==> config.mk <==
export PLATFORM = sky130hd
export DESIGN_NAME = segment_sweep_clock_animator_core_flat
export DESIGN_NICKNAME = d
export VERILOG_FILES = /design/src/sv/ssca_pkg.sv /design/src/sv/ssca_tick_if.sv /design/src/sv/ssca_res_if.sv /design/src/sv/ssca_trail.sv /design/src/sv/ssca_step.sv /design/src/sv/ssca_out.sv /design/src/sv/segment_sweep_clock_animator_core.sv /design/src/flat_wrapper.sv
export SDC_FILE = /design/constraint.sdc
export NUM_CORES = 1
export LEC_CHECK = 0
export ABC_AREA = 1
export BUFFER_PORTS_ARGS = -buffer_cell sky130_fd_sc_hd__buf_2
export CORE_ASPECT_RATIO = 1.25
export CORE_UTILIZATION = 67
export CTS_BUF_LIST = sky130_fd_sc_hd__clkbuf_2 sky130_fd_sc_hd__clkbuf_4 sky130_fd_sc_hd__clkbuf_8
export DETAILED_ROUTE_END_ITERATION = 8
export PLACE_DENSITY_LB_ADDON = 0.08
export SLEW_MARGIN = 40
export SYNTH_ARGS = -nofsm -noshare
export SYNTH_HDL_FRONTEND = slang
export SYNTH_SLANG_ARGS = --single-unit
==> constraint.sdc <==
create_clock -name clk -period 9.03 [get_ports clk]
set_input_delay 0.4515 -clock clk [delete_from_list [all_inputs] [get_ports clk]]
set_output_delay 0.4515 -clock clk [all_outputs]
set_load 0.005 [all_outputs]
==> src/sv/ssca_pkg.sv <==
// Shared types, constants and lookup tables for the segment sweep clock animator.
`timescale 1ns / 1ps

package ssca_pkg;

	typedef enum logic [1:0] {
		ACT_CLEAR     = 2'd0,
		ACT_SET       = 2'd1,
		ACT_COLON_ON  = 2'd2,
		ACT_COLON_OFF = 2'd3
	} action_t;

	typedef struct packed {
		action_t    action;
		logic [1:0] common_line;
		logic [4:0] segment_line;
	} result_t;

	localparam int MAX_RESULTS = 3;

	typedef struct packed {
		logic [1:0]                   count;
		result_t [MAX_RESULTS-1:0]    res;
	} bundle_t;

	typedef struct packed {
		logic clear;
		logic wr_en;
		logic rd_en;
	} trail_ctl_t;

	localparam logic       REG_SWEEP_FRAMES    = 1'b0;
	localparam logic [7:0] SWEEP_FRAMES_RESET  = 8'd64;
	localparam logic [2:0] NONE_STROKE         = 3'd7;
	localparam int         COLON_BITS          = 5;
	localparam int         NUM_DIGITS          = 6;

	localparam logic [2:0] STROKE_TABLE [10][8] = '{
		'{3'd0, 3'd7, 3'd5, 3'd1, 3'd3, 3'd4, 3'd7, 3'd2},
		'{3'd1, 3'd7, 3'd7, 3'd7, 3'd2, 3'd7, 3'd7, 3'd7},
		'{3'd0, 3'd1, 3'd6, 3'd4, 3'd7, 3'd7, 3'd7, 3'd3},
		'{3'd0, 3'd1, 3'd6, 3'd7, 3'd7, 3'd7, 3'd2, 3'd3},
		'{3'd5, 3'd7, 3'd6, 3'd1, 3'd7, 3'd7, 3'd7, 3'd2},
		'{3'd0, 3'd7, 3'd5, 3'd7, 3'd6, 3'd7, 3'd2, 3'd3},
		'{3'd0, 3'd7, 3'd5, 3'd4, 3'd3, 3'd2, 3'd7, 3'd6},
		'{3'd0, 3'd7, 3'd7, 3'd1, 3'd7, 3'd7, 3'd2, 3'd7},
		'{3'd0, 3'd5, 3'd6, 3'd2, 3'd3, 3'd4, 3'd7, 3'd1},
		'{3'd0, 3'd5, 3'd6, 3'd1, 3'd7, 3'd7, 3'd2, 3'd3}
	};

	// {common line, segment line}
	localparam logic [6:0] PIXEL_TABLE [6][7] = '{
		'{{2'd1, 5'd18}, {2'd2, 5'd19}, {2'd0, 5'd19}, {2'd1, 5'd18},
		  {2'd0, 5'd18}, {2'd2, 5'd18}, {2'd1, 5'd19}},
		'{{2'd2, 5'd20}, {2'd2, 5'd21}, {2'd1, 5'd21}, {2'd0, 5'd21},
		  {2'd0, 5'd20}, {2'd1, 5'd17}, {2'd1, 5'd20}},
		'{{2'd0, 5'd22}, {2'd2, 5'd23}, {2'd0, 5'd23}, {2'd0, 5'd22},
		  {2'd1, 5'd22}, {2'd2, 5'd22}, {2'd1, 5'd23}},
		'{{2'd2, 5'd1},  {2'd2, 5'd10}, {2'd0, 5'd1},  {2'd0, 5'd0},
		  {2'd1, 5'd0},  {2'd2, 5'd0},  {2'd1, 5'd1}},
		'{{2'd2, 5'd2},  {2'd2, 5'd3},  {2'd0, 5'd4},  {2'd0, 5'd3},
		  {2'd0, 5'd2},  {2'd1, 5'd2},  {2'd1, 5'd3}},
		'{{2'd2, 5'd4},  {2'd2, 5'd5},  {2'd1, 5'd6},  {2'd0, 5'd6},
		  {2'd0, 5'd5},  {2'd1, 5'd4},  {2'd1, 5'd5}}
	};

	function automatic logic [2:0] stroke_of(input logic [3:0] dig, input logic [2:0] idx);
		logic [2:0] s;
		s = NONE_STROKE;
		if (dig < 4'd10) begin
			s = STROKE_TABLE[dig][idx];
		end
		return s;
	endfunction

	function automatic logic [6:0] pixel_of(input logic [2:0] pos, input logic [2:0] stroke);
		logic [6:0] p;
		p = '0;
		if (pos < 3'd6 && stroke != NONE_STROKE) begin
			p = PIXEL_TABLE[pos][stroke];
		end
		return p;
	endfunction

	function automatic logic [2:0] mod6(input logic [4:0] v);
		logic [4:0] r;
		r = v;
		if (r >= 5'd24) begin
			r = r - 5'd24;
		end
		if (r >= 5'd12) begin
			r = r - 5'd12;
		end
		if (r >= 5'd6) begin
			r = r - 5'd6;
		end
		return r[2:0];
	endfunction

	// {tens, ones} of a value below 64
	function automatic logic [7:0] split_digits(input logic [5:0] v);
		logic [2:0] tens;
		logic [6:0] tens_x10;
		logic [5:0] ones;
		tens = 3'(v >= 6'd10) + 3'(v >= 6'd20) + 3'(v >= 6'd30)
			+ 3'(v >= 6'd40) + 3'(v >= 6'd50) + 3'(v >= 6'd60);
		tens_x10 = {1'b0, tens, 3'b000} + {3'b000, tens, 1'b0};
		ones = v - tens_x10[5:0];
		return {1'b0, tens, ones[3:0]};
	endfunction

endpackage

==> src/sv/ssca_tick_if.sv <==
// Input channel: tick or restart with the current time.
`timescale 1ns / 1ps

interface ssca_tick_if;
	logic       valid;
	logic       ready;
	logic       cmd;
	logic [4:0] hour;
	logic [5:0] minute;
	logic [5:0] second;

	modport source (output valid, cmd, hour, minute, second, input ready);
	modport sink (input valid, cmd, hour, minute, second, output ready);
endinterface

==> src/sv/ssca_res_if.sv <==
// Output channel: one display action per transaction.
`timescale 1ns / 1ps

interface ssca_res_if;
	logic       valid;
	logic       ready;
	logic [1:0] action;
	logic [1:0] common_line;
	logic [4:0] segment_line;
	logic       last;

	modport source (output valid, action, common_line, segment_line, last, input ready);
	modport sink (input valid, action, common_line, segment_line, last, output ready);
endinterface

==> src/sv/ssca_trail.sv <==
// Trail store: slot memory with per-slot written bits and a registered tail read.
`timescale 1ns / 1ps

module ssca_trail
	import ssca_pkg::*;
#(
	parameter int TRAIL_DEPTH = 16
) (
	input  logic                           clk,
	input  logic                           arst_n,
	input  trail_ctl_t                     ctl,
	input  logic [$clog2(TRAIL_DEPTH)-1:0] wr_addr,
	input  logic [7:0]                     wr_data,
	input  logic [$clog2(TRAIL_DEPTH)-1:0] rd_addr,
	output logic [7:0]                     slot
);
	logic [7:0]             mem [TRAIL_DEPTH];
	logic [TRAIL_DEPTH-1:0] written_q;
	logic [7:0]             rd_data_q;
	logic                   rd_valid_q;
	logic                   bypass;

	assign bypass = ctl.wr_en && (wr_addr == rd_addr);

	always_ff @(posedge clk) begin
		if (ctl.wr_en) begin
			mem[wr_addr] <= wr_data;
		end
		if (ctl.rd_en) begin
			rd_data_q <= bypass ? wr_data : mem[rd_addr];
		end
	end

	always_ff @(posedge clk or negedge arst_n) begin
		if (!arst_n) begin
			written_q  <= '0;
			rd_valid_q <= 1'b0;
		end else begin
			if (ctl.clear) begin
				written_q <= '0;
			end
			if (ctl.wr_en) begin
				written_q[wr_addr] <= 1'b1;
			end
			if (ctl.rd_en) begin
				rd_valid_q <= bypass || (!ctl.clear && written_q[rd_addr]);
			end
		end
	end

	assign slot = {rd_valid_q & rd_data_q[7], rd_data_q[6:0]};
endmodule

==> src/sv/ssca_step.sv <==
// Sweep state and per-tick result generation.
`timescale 1ns / 1ps

module ssca_step
	import ssca_pkg::*;
#(
	parameter int TRAIL_DEPTH = 16
) (
	input  logic                           clk,
	input  logic                           arst_n,
	input  logic [7:0]                     sweep_frames,
	input  logic                           accept,
	input  logic                           cmd,
	input  logic [4:0]                     hour,
	input  logic [5:0]                     minute,
	input  logic [5:0]                     second,
	input  logic [7:0]                     slot,
	output trail_ctl_t                     trail_ctl,
	output logic [$clog2(TRAIL_DEPTH)-1:0] wr_addr,
	output logic [7:0]                     wr_data,
	output logic [$clog2(TRAIL_DEPTH)-1:0] rd_addr,
	output logic                           load,
	output bundle_t                        bundle
);
	localparam int         AW     = $clog2(TRAIL_DEPTH);
	localparam logic [7:0] DEPTH8 = 8'(TRAIL_DEPTH);

	function automatic logic [AW-1:0] inc_wrap(input logic [AW-1:0] x);
		return (x == AW'(TRAIL_DEPTH - 1)) ? '0 : x + 1'b1;
	endfunction

	logic [7:0]    frame_count_q;
	logic          sweeping_q;
	logic          colon_next_on_q;
	logic [3:0]    digits_q [NUM_DIGITS];
	logic [AW-1:0] head_q;
	logic [AW-1:0] tail_q;

	logic          start;
	logic [3:0]    digits_e [NUM_DIGITS];
	logic [7:0]    fc_e;
	logic [AW-1:0] head_e;
	logic [AW-1:0] tail_e;
	logic [AW-1:0] tail_n;
	logic          pop;
	logic          colon;
	logic          light;
	logic          in_sweep;
	logic [7:0]    bound;
	logic [2:0]    pos;
	logic [2:0]    stroke;
	logic [6:0]    pixel;
	logic [7:0]    hr_split;
	logic [7:0]    mn_split;
	logic [7:0]    sc_split;
	logic          step;

	always_comb begin
		hr_split = split_digits({1'b0, hour});
		mn_split = split_digits(minute);
		sc_split = split_digits(second);
		start    = !sweeping_q;
		if (start) begin
			digits_e[0] = hr_split[7:4];
			digits_e[1] = hr_split[3:0];
			digits_e[2] = mn_split[7:4];
			digits_e[3] = mn_split[3:0];
			digits_e[4] = sc_split[7:4];
			digits_e[5] = sc_split[3:0];
		end else begin
			digits_e = digits_q;
		end
		fc_e     = start ? 8'd0 : frame_count_q;
		head_e   = start ? '0 : head_q;
		tail_e   = start ? '0 : tail_q;
		pop      = (inc_wrap(head_e) == tail_e);
		tail_n   = pop ? inc_wrap(tail_e) : tail_e;
		colon    = (fc_e[COLON_BITS-1:0] == '0);
		bound    = sweep_frames - DEPTH8;
		light    = (fc_e < bound);
		in_sweep = (fc_e < sweep_frames);
		pos      = mod6(fc_e[7:3]);
		stroke   = stroke_of(digits_e[pos], fc_e[2:0]);
		pixel    = pixel_of(pos, stroke);
	end

	always_comb begin
		logic [1:0] k;
		k      = 2'd0;
		bundle = '0;
		if (pop && slot[7]) begin
			bundle.res[k] = '{action: ACT_CLEAR, common_line: slot[6:5],
				segment_line: slot[4:0]};
			k = k + 2'd1;
		end
		if (colon) begin
			bundle.res[k] = '{action: colon_next_on_q ? ACT_COLON_ON : ACT_COLON_OFF,
				common_line: 2'd0, segment_line: 5'd0};
			k = k + 2'd1;
		end
		if (light && stroke != NONE_STROKE) begin
			bundle.res[k] = '{action: ACT_SET, common_line: pixel[6:5],
				segment_line: pixel[4:0]};
			k = k + 2'd1;
		end
		bundle.count = k;
	end

	assign step            = accept && !cmd;
	assign load            = step;
	assign trail_ctl.clear = step && start;
	assign trail_ctl.wr_en = step && light;
	assign trail_ctl.rd_en = step;
	assign wr_addr         = head_e;
	assign wr_data         = (stroke == NONE_STROKE) ? 8'd0 : {1'b1, pixel};
	assign rd_addr         = tail_n;

	always_ff @(posedge clk or negedge arst_n) begin
		if (!arst_n) begin
			frame_count_q   <= 8'd0;
			sweeping_q      <= 1'b0;
			colon_next_on_q <= 1'b0;
			head_q          <= '0;
			tail_q          <= '0;
			for (int i = 0; i < NUM_DIGITS; i++) begin
				digits_q[i] <= 4'd0;
			end
		end else if (accept) begin
			if (cmd) begin
				sweeping_q    <= 1'b0;
				frame_count_q <= 8'd0;
			end else begin
				digits_q      <= digits_e;
				frame_count_q <= fc_e + 8'd1;
				tail_q        <= tail_n;
				head_q        <= (light || in_sweep) ? inc_wrap(head_e) : head_e;
				sweeping_q    <= light || in_sweep;
				if (colon) begin
					colon_next_on_q <= !colon_next_on_q;
				end
			end
		end
	end
endmodule

==> src/sv/ssca_out.sv <==
// Result register: holds one tick's results and sends them one per transaction.
`timescale 1ns / 1ps

module ssca_out
	import ssca_pkg::*;
(
	input  logic       clk,
	input  logic       arst_n,
	input  logic       load,
	input  bundle_t    bundle,
	output logic       in_ready,
	ssca_res_if.source result
);
	result_t [MAX_RESULTS-1:0] res_q;
	logic [1:0]                cnt_q;
	logic                      take;

	assign take                = (cnt_q != 2'd0) && result.ready;
	assign in_ready            = (cnt_q == 2'd0) || (cnt_q == 2'd1 && result.ready);
	assign result.valid        = (cnt_q != 2'd0);
	assign result.action       = res_q[0].action;
	assign result.common_line  = res_q[0].common_line;
	assign result.segment_line = res_q[0].segment_line;
	assign result.last         = (cnt_q == 2'd1);

	always_ff @(posedge clk) begin
		if (load && bundle.count != 2'd0) begin
			res_q <= bundle.res;
		end else if (take) begin
			res_q[0] <= res_q[1];
			res_q[1] <= res_q[2];
		end
	end

	always_ff @(posedge clk or negedge arst_n) begin
		if (!arst_n) begin
			cnt_q <= 2'd0;
		end else if (load && bundle.count != 2'd0) begin
			cnt_q <= bundle.count;
		end else if (take) begin
			cnt_q <= cnt_q - 2'd1;
		end
	end

`ifndef SYNTHESIS
	a_load_when_free: assert property (@(posedge clk) disable iff (!arst_n)
		load |-> (cnt_q == 2'd0 || (cnt_q == 2'd1 && take)))
		else $error("tick loaded over pending results");

	a_load_count: assert property (@(posedge clk) disable iff (!arst_n)
		(load && bundle.count != 2'd0) |=> (cnt_q == $past(bundle.count)))
		else $error("result count not loaded");

	a_drain: assert property (@(posedge clk) disable iff (!arst_n)
		(take && cnt_q > 2'd1) |=> (cnt_q == $past(cnt_q) - 2'd1))
		else $error("result count did not advance");
`endif
endmodule

==> src/sv/segment_sweep_clock_animator_core.sv <==
// A tick's first result is registered and offered in the cycle after the tick is accepted.
// Throughput: one tick per cycle while each tick gives at most one result and the output
// is ready; the single output register holds the input until a tick's last result is taken.
// Reset: arst_n clears the sweep state, trail written bits and result count at once;
// sweep_frames resets to 64. No clearing pass is needed.
`timescale 1ns / 1ps

module segment_sweep_clock_animator_core
	import ssca_pkg::*;
#(
	parameter int TRAIL_DEPTH = 16
) (
	input  logic        clk,
	input  logic        arst_n,
	input  logic        psel,
	input  logic        penable,
	input  logic        pwrite,
	input  logic [2:0]  paddr,
	input  logic [31:0] pwdata,
	output logic [31:0] prdata,
	output logic        pready,
	ssca_tick_if.sink   tick,
	ssca_res_if.source  result
);
	localparam int AW = $clog2(TRAIL_DEPTH);

	logic [7:0]    sweep_frames_q;
	logic          accept;
	logic          in_ready;
	logic [7:0]    slot;
	trail_ctl_t    trail_ctl;
	logic [AW-1:0] wr_addr;
	logic [7:0]    wr_data;
	logic [AW-1:0] rd_addr;
	logic          load;
	bundle_t       bundle;

	assign pready = 1'b1;
	assign prdata = (paddr[2] == REG_SWEEP_FRAMES) ? {24'd0, sweep_frames_q} : 32'd0;

	always_ff @(posedge clk or negedge arst_n) begin
		if (!arst_n) begin
			sweep_frames_q <= SWEEP_FRAMES_RESET;
		end else if (psel && penable && pwrite && pready && paddr[2] == REG_SWEEP_FRAMES) begin
			sweep_frames_q <= pwdata[7:0];
		end
	end

	assign tick.ready = in_ready;
	assign accept     = tick.valid && in_ready;

	ssca_step #(
		.TRAIL_DEPTH(TRAIL_DEPTH)
	) u_step (
		.clk         (clk),
		.arst_n      (arst_n),
		.sweep_frames(sweep_frames_q),
		.accept      (accept),
		.cmd         (tick.cmd),
		.hour        (tick.hour),
		.minute      (tick.minute),
		.second      (tick.second),
		.slot        (slot),
		.trail_ctl   (trail_ctl),
		.wr_addr     (wr_addr),
		.wr_data     (wr_data),
		.rd_addr     (rd_addr),
		.load        (load),
		.bundle      (bundle)
	);

	ssca_trail #(
		.TRAIL_DEPTH(TRAIL_DEPTH)
	) u_trail (
		.clk    (clk),
		.arst_n (arst_n),
		.ctl    (trail_ctl),
		.wr_addr(wr_addr),
		.wr_data(wr_data),
		.rd_addr(rd_addr),
		.slot   (slot)
	);

	ssca_out u_out (
		.clk     (clk),
		.arst_n  (arst_n),
		.load    (load),
		.bundle  (bundle),
		.in_ready(in_ready),
		.result  (result)
	);
endmodule

==> src/flat_wrapper.sv <==
// flat-port wrapper written by rule: the top's interface ports become plain ports
module segment_sweep_clock_animator_core_flat import ssca_pkg::*;
#(
	parameter int TRAIL_DEPTH = 16
)
  (clk, arst_n, psel, penable, pwrite, paddr, pwdata, prdata, pready, tick_valid, tick_cmd, tick_hour, tick_minute, tick_second, tick_ready, result_valid, result_action, result_common_line, result_segment_line, result_last, result_ready);
  ssca_tick_if tick_i ();
  ssca_res_if result_i ();
  input  logic clk;
  input  logic arst_n;
  input  logic psel;
  input  logic penable;
  input  logic pwrite;
  input  logic [2:0] paddr;
  input  logic [31:0] pwdata;
  output logic [31:0] prdata;
  output logic pready;
  input wire logic [$bits(tick_i.valid)-1:0] tick_valid;
  input wire logic [$bits(tick_i.cmd)-1:0] tick_cmd;
  input wire logic [$bits(tick_i.hour)-1:0] tick_hour;
  input wire logic [$bits(tick_i.minute)-1:0] tick_minute;
  input wire logic [$bits(tick_i.second)-1:0] tick_second;
  output wire logic [$bits(tick_i.ready)-1:0] tick_ready;
  output wire logic [$bits(result_i.valid)-1:0] result_valid;
  output wire logic [$bits(result_i.action)-1:0] result_action;
  output wire logic [$bits(result_i.common_line)-1:0] result_common_line;
  output wire logic [$bits(result_i.segment_line)-1:0] result_segment_line;
  output wire logic [$bits(result_i.last)-1:0] result_last;
  input wire logic [$bits(result_i.ready)-1:0] result_ready;
  assign tick_i.valid = tick_valid;
  assign tick_i.cmd = tick_cmd;
  assign tick_i.hour = tick_hour;
  assign tick_i.minute = tick_minute;
  assign tick_i.second = tick_second;
  assign tick_ready = tick_i.ready;
  assign result_valid = result_i.valid;
  assign result_action = result_i.action;
  assign result_common_line = result_i.common_line;
  assign result_segment_line = result_i.segment_line;
  assign result_last = result_i.last;
  assign result_i.ready = result_ready;
  segment_sweep_clock_animator_core #(.TRAIL_DEPTH(TRAIL_DEPTH)) u_core (.clk(clk), .arst_n(arst_n), .psel(psel), .penable(penable), .pwrite(pwrite), .paddr(paddr), .pwdata(pwdata), .prdata(prdata), .pready(pready), .tick(tick_i), .result(result_i));
endmodule
==> flow_results.xml, run 1 <==
<?xml version="1.0" encoding="UTF-8"?>
<metrics>
  <group name="drt">
    <metric name="dr_total_vias" unit="">9692</metric>
    <metric name="wl_per_cell" unit="µm">16.73</metric>
    <metric name="first_pass_iters" unit="">7</metric>
    <metric name="drt-initial-drc-count" unit="">865</metric>
    <metric name="route.antenna.remaining_nets" unit="">0</metric>
    <metric name="wl" unit="µm">28010</metric>
    <metric name="detail_route.drc_violations" unit="">2</metric>
    <metric name="avgViaCountPerCell" unit="">5.790</metric>
  </group>
  <group name="sta">
    <metric name="finalMaxSlewViolations" unit="">0</metric>
    <metric name="setup_viol_count_final" unit="">0</metric>
    <metric name="tightestPinTransition" unit="ps">833.5</metric>
    <metric name="finalWorstPathRequiredPeriod" unit="ps">5692</metric>
    <metric name="timing.final.crit_share" unit="%">63.04</metric>
    <metric name="holdWs" unit="ps">6.748</metric>
    <metric name="final_hold_vios" unit="">0</metric>
    <metric name="clock-skew-final" unit="ps">13.41</metric>
    <metric name="relSlewSlack" unit="%">44.37</metric>
    <metric name="grt_setup_unrepaired" unit="">no</metric>
    <metric name="clock.fmax" unit="GHz">0.1757</metric>
    <metric name="totalNegativeSetupSlack" unit="ps">0</metric>
  </group>
  <group name="grt">
    <metric name="grt_pass1_wl" unit="µm">45950</metric>
    <metric name="grt_util_met1" unit="%">34.37</metric>
    <metric name="gr-total-overflow" unit="">0</metric>
    <metric name="grtUsageTotal" unit="%">30.07</metric>
    <metric name="global_route.usage.met3" unit="%">4.470</metric>
    <metric name="grtUsageMet2" unit="%">54.07</metric>
    <metric name="grt_pass1_vias" unit="">9563</metric>
    <metric name="grt_start_max_net_pins" unit="">75</metric>
    <metric name="grt_antenna_before_repair" unit="">0</metric>
    <metric name="grt_most_used_layer" unit="">met2</metric>
  </group>
  <group name="synthesis">
    <metric name="synth_top_family_by_area" unit="">simple AND/OR/NAND/NOR gates</metric>
    <metric name="yosys.area_share.simple" unit="%">18.73</metric>
    <metric name="synth.area.mux_share" unit="%">0.2378</metric>
    <metric name="async_flop_share" unit="%">29.87</metric>
    <metric name="synth.top_cells.by_area" unit="">sky130_fd_sc_hd__edfxtp_1 (39%), sky130_fd_sc_hd__dfrtp_1 (13%), sky130_fd_sc_hd__nand2_1 (8.5%), sky130_fd_sc_hd__o21ai_0 (6.6%), sky130_fd_sc_hd__ha_1 (5.4%)</metric>
    <metric name="synth.top_cell.area_share" unit="%">38.52</metric>
    <metric name="ys.warnings.count" unit="">0</metric>
    <metric name="syn_avg_cell_area" unit="µm²">9.132</metric>
    <metric name="yosysMostFrequentCell" unit="">sky130_fd_sc_hd__nand2_1</metric>
    <metric name="synth_edf_count" unit="">162</metric>
    <metric name="yosys_register_bits" unit="">231</metric>
    <metric name="synth_largest_area_cell" unit="">sky130_fd_sc_hd__edfxtp_1</metric>
    <metric name="synth-xor-area-share" unit="%">1.872</metric>
    <metric name="postSynth.topFlopCell" unit="">sky130_fd_sc_hd__edfxtp_1</metric>
    <metric name="post_synth_inst_count" unit="">1383</metric>
    <metric name="ys_top_cells_by_count" unit="">sky130_fd_sc_hd__nand2_1 (287), sky130_fd_sc_hd__o21ai_0 (166), sky130_fd_sc_hd__edfxtp_1 (162)</metric>
    <metric name="synth-compound-area-share" unit="%">12.35</metric>
    <metric name="synth_fa_ha_area_share" unit="%">6.558</metric>
    <metric name="synthDistinctLibCells" unit="">49</metric>
    <metric name="synth.cell_area" unit="µm²">12630</metric>
    <metric name="seq_area_frac_synth" unit="%">52.20</metric>
  </group>
  <group name="clock_tree">
    <metric name="clockRootBuffer" unit="">sky130_fd_sc_hd__clkbuf_8</metric>
    <metric name="tritoncts.num_buffers" unit="">36</metric>
    <metric name="ctsLongestPathBuffers" unit="">3</metric>
    <metric name="clock_sinks" unit="">231</metric>
    <metric name="cts.repair_timing.setup_buffer_count" unit="">0</metric>
    <metric name="worstSkewPairLatency" unit="ps">540</metric>
    <metric name="ctsResizeCount" unit="">0</metric>
    <metric name="clock_tree.htree_level_count" unit="">2</metric>
    <metric name="tritoncts" unit="">done</metric>
    <metric name="cts_hold_buf" unit="">0</metric>
    <metric name="clk_pin_slew" unit="ps">60</metric>
  </group>
  <group name="pwr">
    <metric name="max-vdd-ir-drop" unit="V">0.0001656</metric>
    <metric name="leakagePower" unit="µW">0.005892</metric>
    <metric name="ratio_of_total_power_to_cell_area" unit="nW/µm²">331.5</metric>
  </group>
  <group name="finish">
    <metric name="final_area" unit="µm²">13580</metric>
    <metric name="area_delta_synth_final" unit="%">7.520</metric>
    <metric name="area.sequential" unit="µm²">6594</metric>
    <metric name="drive_gt1_share" unit="%">12.59</metric>
    <metric name="finish.utilization" unit="%">74.18</metric>
    <metric name="multiInputGateArea" unit="µm²">5150</metric>
    <metric name="total_number_of_nets_in_the_final_design" unit="">1542</metric>
    <metric name="filler_cell_count" unit="">1405</metric>
    <metric name="insertedDiodeCount" unit="">0</metric>
  </group>
  <group name="critical_path">
    <metric name="critical-path-max-stage-delay" unit="ps">530</metric>
    <metric name="path_common_cell" unit="">sky130_fd_sc_hd__nand2_1</metric>
    <metric name="regToRegSetupSlack" unit="ps">3370</metric>
    <metric name="worst_r2r_path_depth" unit="">33</metric>
    <metric name="crit_buf_inv" unit="">6</metric>
    <metric name="r2r-end" unit="">u_core.u_out.res_q[9]</metric>
    <metric name="reg2reg_from" unit="">u_core.u_step.sweeping_q</metric>
    <metric name="critical_path.max_fanout" unit="">23</metric>
    <metric name="worst_setup_path_end_kind" unit="">register</metric>
    <metric name="critical_path.top_delay_family" unit="">simple AND/OR/NAND/NOR gates</metric>
    <metric name="setup.worst_path.start_class" unit="">input port</metric>
    <metric name="worstPathArrival" unit="ps">6090</metric>
    <metric name="slowest_stage" unit="">sky130_fd_sc_hd__inv_1</metric>
    <metric name="cp.required" unit="ps">9430</metric>
    <metric name="timing.setup.critical_path_class" unit="">input port to register</metric>
  </group>
  <group name="flow_run">
    <metric name="maxCapViolations" unit="">0</metric>
  </group>
  <group name="place">
    <metric name="post_dp_cell_area" unit="µm²">12850</metric>
    <metric name="dpl_hpwl" unit="µm">18680</metric>
    <metric name="place_congestion" unit="">0.9064</metric>
    <metric name="io_buffer_count" unit="">53</metric>
  </group>
  <group name="floorplan">
    <metric name="chipWidth" unit="µm">124.8</metric>
    <metric name="dieHeight" unit="µm">155.5</metric>
    <metric name="placeableCoreArea" unit="µm²">18310</metric>
    <metric name="floorplan.initialDensity" unit="%">69.00</metric>
    <metric name="die_area" unit="µm²">19410</metric>
    <metric name="top_level_ports" unit="">105</metric>
    <metric name="floorplan.rows" unit="">55</metric>
  </group>
  <group name="min_path">
    <metric name="worst_hold_path_type" unit="">input port to async pin</metric>
  </group>
  <group name="run_status">
    <metric name="result_of_the_run" unit="">finished with violations</metric>
    <metric name="failing_checks" unit="">design-rule violations</metric>
  </group>
</metrics>
## flip-flops by register name (all words and copies together) (netlist names)
signal                            cells
u_core.u_trail.mem                  128
u_core.u_step.head_q                  4
u_core.u_step.digits_q               24
u_core.u_step.sweeping_q              1
u_core.u_out.result.segment_line      5
u_core.u_trail.rd_data_q              8
u_core.u_out.result.common_line       2
u_core.u_step.colon_next_on_q         1
u_core.u_step.frame_count_q           8
u_core.u_step.tail_q                  4
u_core.u_out.res_q                   17
u_core.u_trail.written_q             16
u_core.sweep_frames_q                 8
u_core.u_out.cnt_q                    2
u_core.u_out.result.action            2
u_core.u_trail.rd_valid_q             1
## layout by cell type, fill, tap and decap left out, types with 7 or more instances in the layout
cell / synthesis / final
sky130_fd_sc_hd__ha_1: 55 / 55
sky130_fd_sc_hd__clkbuf_4: 0 / 16
sky130_fd_sc_hd__nor2_2: 8 / 13
sky130_fd_sc_hd__fa_1: 7 / 7
sky130_fd_sc_hd__a21oi_1: 41 / 41
sky130_fd_sc_hd__buf_2: 8 / 53
sky130_fd_sc_hd__nand3_1: 54 / 53
sky130_fd_sc_hd__nand2_2: 12 / 13
sky130_fd_sc_hd__nor2_1: 159 / 154
sky130_fd_sc_hd__nand2_1: 287 / 286
sky130_fd_sc_hd__buf_4: 35 / 7
sky130_fd_sc_hd__conb_1: 2 / 25
sky130_fd_sc_hd__xnor2_1: 14 / 14
sky130_fd_sc_hd__nand3_2: 10 / 11
sky130_fd_sc_hd__xor2_1: 13 / 13
sky130_fd_sc_hd__dfrtp_1: 68 / 67
sky130_fd_sc_hd__inv_1: 124 / 124
sky130_fd_sc_hd__inv_2: 8 / 8
sky130_fd_sc_hd__edfxtp_1: 162 / 162
sky130_fd_sc_hd__clkinv_1: 4 / 8
sky130_fd_sc_hd__clkbuf_8: 0 / 37
sky130_fd_sc_hd__o21ai_0: 166 / 165
sky130_fd_sc_hd__o22ai_1: 41 / 41
sky130_fd_sc_hd__o221ai_1: 10 / 10
sky130_fd_sc_hd__nand4_1: 8 / 8
## logic make-up after synthesis
family | count (synthesis)
multiplexers | 3
AO/OA/AOI/OAI | 281
adder cells (fa/ha/maj) | 62
buffers and inverters | 221
XOR/XNOR | 27
AND/OR/NAND/NOR | 556
flip-flops | 231
other | 2
## stage by stage
step                      instances  setup WS (ps)  total power (µW)
final                          1674           3338              4501
after global routing           1674           2804              4804
after CTS                      1674           2932              4497
after detailed placement       1610           2620              3625
after global placement         1610           2720              3565
after floorplan                1406           3553              3072
## routing by layer
metal / routed length, µm / share of wire [%] / vias to the layer above
met5: 0 / 0 / -
met4: 1396 / 5.0 / 0
met3: 1572 / 5.6 / 81
met2: 14360 / 51 / 352
met1: 10680 / 38 / 4577
li1: - / - / 4682
## worst max path at each step
stage,slack (ps),cells after the start,endpoint,startpoint
finish,3340,31,u_core.u_out.res_q[9],tick_second[2]
global route,2800,34,u_core.u_out.res_q[11],u_core.u_step.sweeping_q
CTS,2930,30,u_core.u_out.result.segment_line[1],u_core.u_step.sweeping_q
detailed placement,2620,28,u_core.u_out.result.segment_line[1],tick_second[2]
global placement,2720,28,u_core.u_out.result.segment_line[1],tick_second[2]
floorplan,3550,28,u_core.u_out.result.segment_line[3],tick_second[2]
## report_power, final
group          internal [µW]  switching, µW
sequential              1530           81.9
combinational            578           1430
clock                    477            399
total                   2590           1920
## layout make-up
type,instances,area share [%]
Clock inverter,11,0.5989
Timing Repair Buffer,61,2.423
Sequential cell,231,48.56
Multi-Input combinational cell,954,37.92
Inverter,136,3.759
Tap cell,228,2.101
Clock buffer,53,4.635
No activity file was read; power rests on OpenSTA's default activity.
==> inputs of run 2 (changes only) <==
Settings changed: CORE_UTILIZATION 67 to 56.
Clock period 9.03 ns to 5.2 ns, I/O delays scaled along.
==> run 2 against run 1 <==
Against the previous run:
- total power increased by 86%
- clock skew is 24 ps higher
- final cell count grew 6.7%
- worst hold slack gained 96 ps
- clock power grew 93%
- count of clock-buffer cells in the layout down 5
- design area up 4.8%
- the run now ends clean
- critical path type is now register to register
- largest power group unchanged
- flip-flop and latch count unchanged
- wire length up 1.9%
- combinational power grew 96%
- sequential share of layout area down 2.2 points
- non-clock buffer count up 51
==> flow_results.xml, run 2 (synthesis results as in run 1) <==
<?xml version="1.0" encoding="UTF-8"?>
<metrics>
  <group name="finish">
    <metric name="insertedDiodeCount" unit="">0</metric>
    <metric name="layout.cells.most_common" unit="">sky130_fd_sc_hd__nand2_1</metric>
    <metric name="max_flop_register" unit="">u_core.u_trail.mem</metric>
    <metric name="largest_reg_flops" unit="">128</metric>
    <metric name="final_area" unit="µm²">14230</metric>
    <metric name="layout_common_cells" unit="">sky130_fd_sc_hd__nand2_1 (286), sky130_fd_sc_hd__o21ai_0 (165), sky130_fd_sc_hd__edfxtp_1 (162)</metric>
    <metric name="total_number_of_nets_in_the_final_design" unit="">1595</metric>
    <metric name="area_delta_synth_final" unit="%">12.65</metric>
    <metric name="filler_cell_count" unit="">1900</metric>
    <metric name="area.sequential" unit="µm²">6593</metric>
    <metric name="drive_gt1_share" unit="%">14.44</metric>
    <metric name="top_flop_regs" unit="">u_core.u_trail.mem (128), u_core.u_step.digits_q (24), u_core.u_out.res_q (17)</metric>
    <metric name="multiInputGateArea" unit="µm²">5144</metric>
  </group>
  <group name="clock_tree">
    <metric name="tritoncts.num_buffers" unit="">38</metric>
    <metric name="ctsLongestPathBuffers" unit="">3</metric>
    <metric name="clock_tree.htree_level_count" unit="">2</metric>
    <metric name="clockRootBuffer" unit="">sky130_fd_sc_hd__clkbuf_8</metric>
    <metric name="worstSkewPairLatency" unit="ps">560</metric>
    <metric name="clk_pin_slew" unit="ps">60</metric>
    <metric name="tritoncts" unit="">done</metric>
    <metric name="cts.repair_timing.setup_buffer_count" unit="">0</metric>
    <metric name="clock_sinks" unit="">231</metric>
  </group>
  <group name="critical_path">
    <metric name="timing.setup.critical_path_class" unit="">register to register</metric>
    <metric name="crit_buf_inv" unit="">7</metric>
    <metric name="critical-path-max-stage-delay" unit="ps">440</metric>
    <metric name="r2r-end" unit="">u_core.u_trail.mem[7][5]</metric>
    <metric name="worst_setup_path_endpoint" unit="">u_core.u_trail.mem[7][5]</metric>
    <metric name="worstPathArrival" unit="ps">4960</metric>
    <metric name="regToRegSetupSlack" unit="ps">510</metric>
    <metric name="worst_r2r_path_depth" unit="">31</metric>
    <metric name="reg2reg_from" unit="">u_core.u_step.sweeping_q</metric>
    <metric name="slowest_stage" unit="">sky130_fd_sc_hd__dfrtp_1</metric>
    <metric name="critical_path.top_delay_family" unit="">simple AND/OR/NAND/NOR gates</metric>
    <metric name="cp.required" unit="ps">5470</metric>
    <metric name="path_common_cell" unit="">sky130_fd_sc_hd__nand2_1</metric>
    <metric name="critical_path.max_fanout" unit="">16</metric>
    <metric name="setup.worst_path.start_class" unit="">register</metric>
    <metric name="timing.critical_path.depth" unit="">31</metric>
    <metric name="critPathLaunch" unit="">u_core.u_step.sweeping_q</metric>
    <metric name="worst_setup_path_end_kind" unit="">register</metric>
  </group>
  <group name="drt">
    <metric name="wl" unit="µm">28540</metric>
    <metric name="first_pass_iters" unit="">7</metric>
    <metric name="dr_total_vias" unit="">9659</metric>
    <metric name="avgViaCountPerCell" unit="">5.408</metric>
    <metric name="detail_route.drc_violations" unit="">0</metric>
    <metric name="drt-initial-drc-count" unit="">561</metric>
    <metric name="route.antenna.remaining_nets" unit="">0</metric>
    <metric name="wl_per_cell" unit="µm">15.98</metric>
  </group>
  <group name="flow_run">
    <metric name="maxCapViolations" unit="">0</metric>
  </group>
  <group name="pwr">
    <metric name="power.internal" unit="µW">4970</metric>
    <metric name="switching_share" unit="%">40.74</metric>
    <metric name="ratio_of_total_power_to_cell_area" unit="nW/µm²">589.5</metric>
    <metric name="p_total" unit="µW">8387</metric>
    <metric name="leakagePower" unit="µW">0.006195</metric>
    <metric name="power.share.sequential" unit="%">32.9</metric>
    <metric name="gate_power_share" unit="%">46.9</metric>
    <metric name="max-vdd-ir-drop" unit="V">0.0005511</metric>
    <metric name="net_switching_power" unit="µW">3417</metric>
    <metric name="share_clk_of_total_power" unit="%">20.2</metric>
  </group>
  <group name="floorplan">
    <metric name="dieHeight" unit="µm">169.9</metric>
    <metric name="floorplan.initialDensity" unit="%">56.86</metric>
    <metric name="die_area" unit="µm²">23160</metric>
    <metric name="top_level_ports" unit="">105</metric>
    <metric name="placeableCoreArea" unit="µm²">22210</metric>
    <metric name="floorplan.rows" unit="">61</metric>
    <metric name="chipWidth" unit="µm">136.3</metric>
  </group>
  <group name="place">
    <metric name="dpl_hpwl" unit="µm">18970</metric>
    <metric name="place_congestion" unit="">0.9158</metric>
    <metric name="io_buffer_count" unit="">53</metric>
    <metric name="post_dp_cell_area" unit="µm²">13290</metric>
  </group>
  <group name="sta">
    <metric name="timing.final.crit_share" unit="%">90.19</metric>
    <metric name="finalMaxSlewViolations" unit="">0</metric>
    <metric name="holdWs" unit="ps">102.3</metric>
    <metric name="finalWorstPathRequiredPeriod" unit="ps">4690</metric>
    <metric name="setup_viol_count_final" unit="">0</metric>
    <metric name="clock-skew-final" unit="ps">37.65</metric>
    <metric name="clock.fmax" unit="GHz">0.2132</metric>
    <metric name="tightestPinTransition" unit="ps">824.0</metric>
    <metric name="relSlewSlack" unit="%">45.01</metric>
    <metric name="grt_setup_unrepaired" unit="">no</metric>
    <metric name="final_hold_vios" unit="">0</metric>
  </group>
  <group name="grt">
    <metric name="grt_pass1_vias" unit="">9283</metric>
    <metric name="grt_pass1_wl" unit="µm">46190</metric>
    <metric name="grt_start_max_net_pins" unit="">75</metric>
    <metric name="grtUsageTotal" unit="%">25.72</metric>
    <metric name="gr-total-overflow" unit="">0</metric>
    <metric name="grt_antenna_before_repair" unit="">0</metric>
  </group>
  <group name="min_path">
    <metric name="worst_hold_path_type" unit="">input port to register</metric>
  </group>
  <group name="run_status">
    <metric name="result_of_the_run" unit="">finished clean</metric>
  </group>
</metrics>
## run 2: changes by cell type in the layout (fill, tap and decap cells not counted), moves of 2 or more
cell / before / now
sky130_fd_sc_hd__buf_12: 0 / 6
sky130_fd_sc_hd__buf_4: 7 / 41
sky130_fd_sc_hd__bufinv_16: 1 / 3
sky130_fd_sc_hd__clkbuf_4: 16 / 7
sky130_fd_sc_hd__clkbuf_8: 37 / 41
sky130_fd_sc_hd__clkinv_1: 8 / 15
sky130_fd_sc_hd__dlygate4sd3_1: 0 / 11
sky130_fd_sc_hd__nand2_2: 13 / 11
sky130_fd_sc_hd__nand2_4: 3 / 5
sky130_fd_sc_hd__nor2_1: 154 / 156
sky130_fd_sc_hd__nor2_2: 13 / 11
## run 2: repair_timing
| action | 4_1_cts | 5_1_grt |
|---|---|---|
| gates resized for setup | 0 | 4 |
| hold buffers | 11 | 0 |
| hold endpoints to repair | 78 | 0 |
| setup endpoints to repair | 0 | 59 |
## run 2: per-stage QoR
step | TNS (ps) | utilization [%] | cells | setup WS [ps]
after floorplan | 0 | - | 1406 | 37.66
after global placement | -254.7 | 59.81 | 1705 | -17.25
after detailed placement | -175.6 | 59.83 | 1705 | -11.53
after CTS | 0 | 63.97 | 1786 | 471.8
after global routing | 0 | 64.06 | 1786 | 33.22
final | 0 | 64.06 | 1786 | 510.3
## run 2: power groups by stage
stage	registers (µW)	clock network [µW]	logic, µW
3_3_place_gp	2790	0	3890
6_report	2760	1690	3930
3_5_place_dp	2800	0	3930
2_1_floorplan	2770	0	2570
4_1_cts	2760	1720	3960
5_1_grt	2790	1800	4440
## run 2: area by class of cell
cell class / instances / share of cell area (%)
flip-flops and latches: 231 / 46.34
multi-input cells: 954 / 36.15
repair buffers: 112 / 5.725
clock buffers: 48 / 4.336
inverters: 136 / 3.606
well taps: 283 / 2.489
clock inverters: 22 / 1.354
## run 2: routing by layer
metal	track usage, %	vias to the layer above	share of wire (%)
li1	-	4777	-
met1	30.88	4603	42
met2	46.50	230	52
met3	3.902	49	4.0
met4	8.599	0	2.3
met5	0	-	0
## run 2: worst reg2reg max path, delay by kind of cell (launching register included)
| family | cells | cell delay, ps |
|---|---|---|
| AO/OA/AOI/OAI | 2 | 400 |
| adder cells (fa/ha/maj) | 4 | 820 |
| buffers and inverters | 7 | 740 |
| flip-flops | 1 | 440 |
| AND/OR/NAND/NOR | 18 | 2020 |
## run 2: how the worst min path moves through the flow
stage,to,start,slack [ps],cells past startpoint
finish,u_core.u_step.frame_count_q[2],tick_valid,100,4
global route,u_core.u_step.frame_count_q[2],tick_valid,110,4
CTS,u_core.u_step.frame_count_q[2],tick_valid,70,4
detailed placement,u_core.u_step.digits_q[4],arst_n,410,2
global placement,u_core.u_step.digits_q[20],u_core.u_step.digits_q[20],450,2
floorplan,u_core.sweep_frames_q[0],arst_n,-40,0
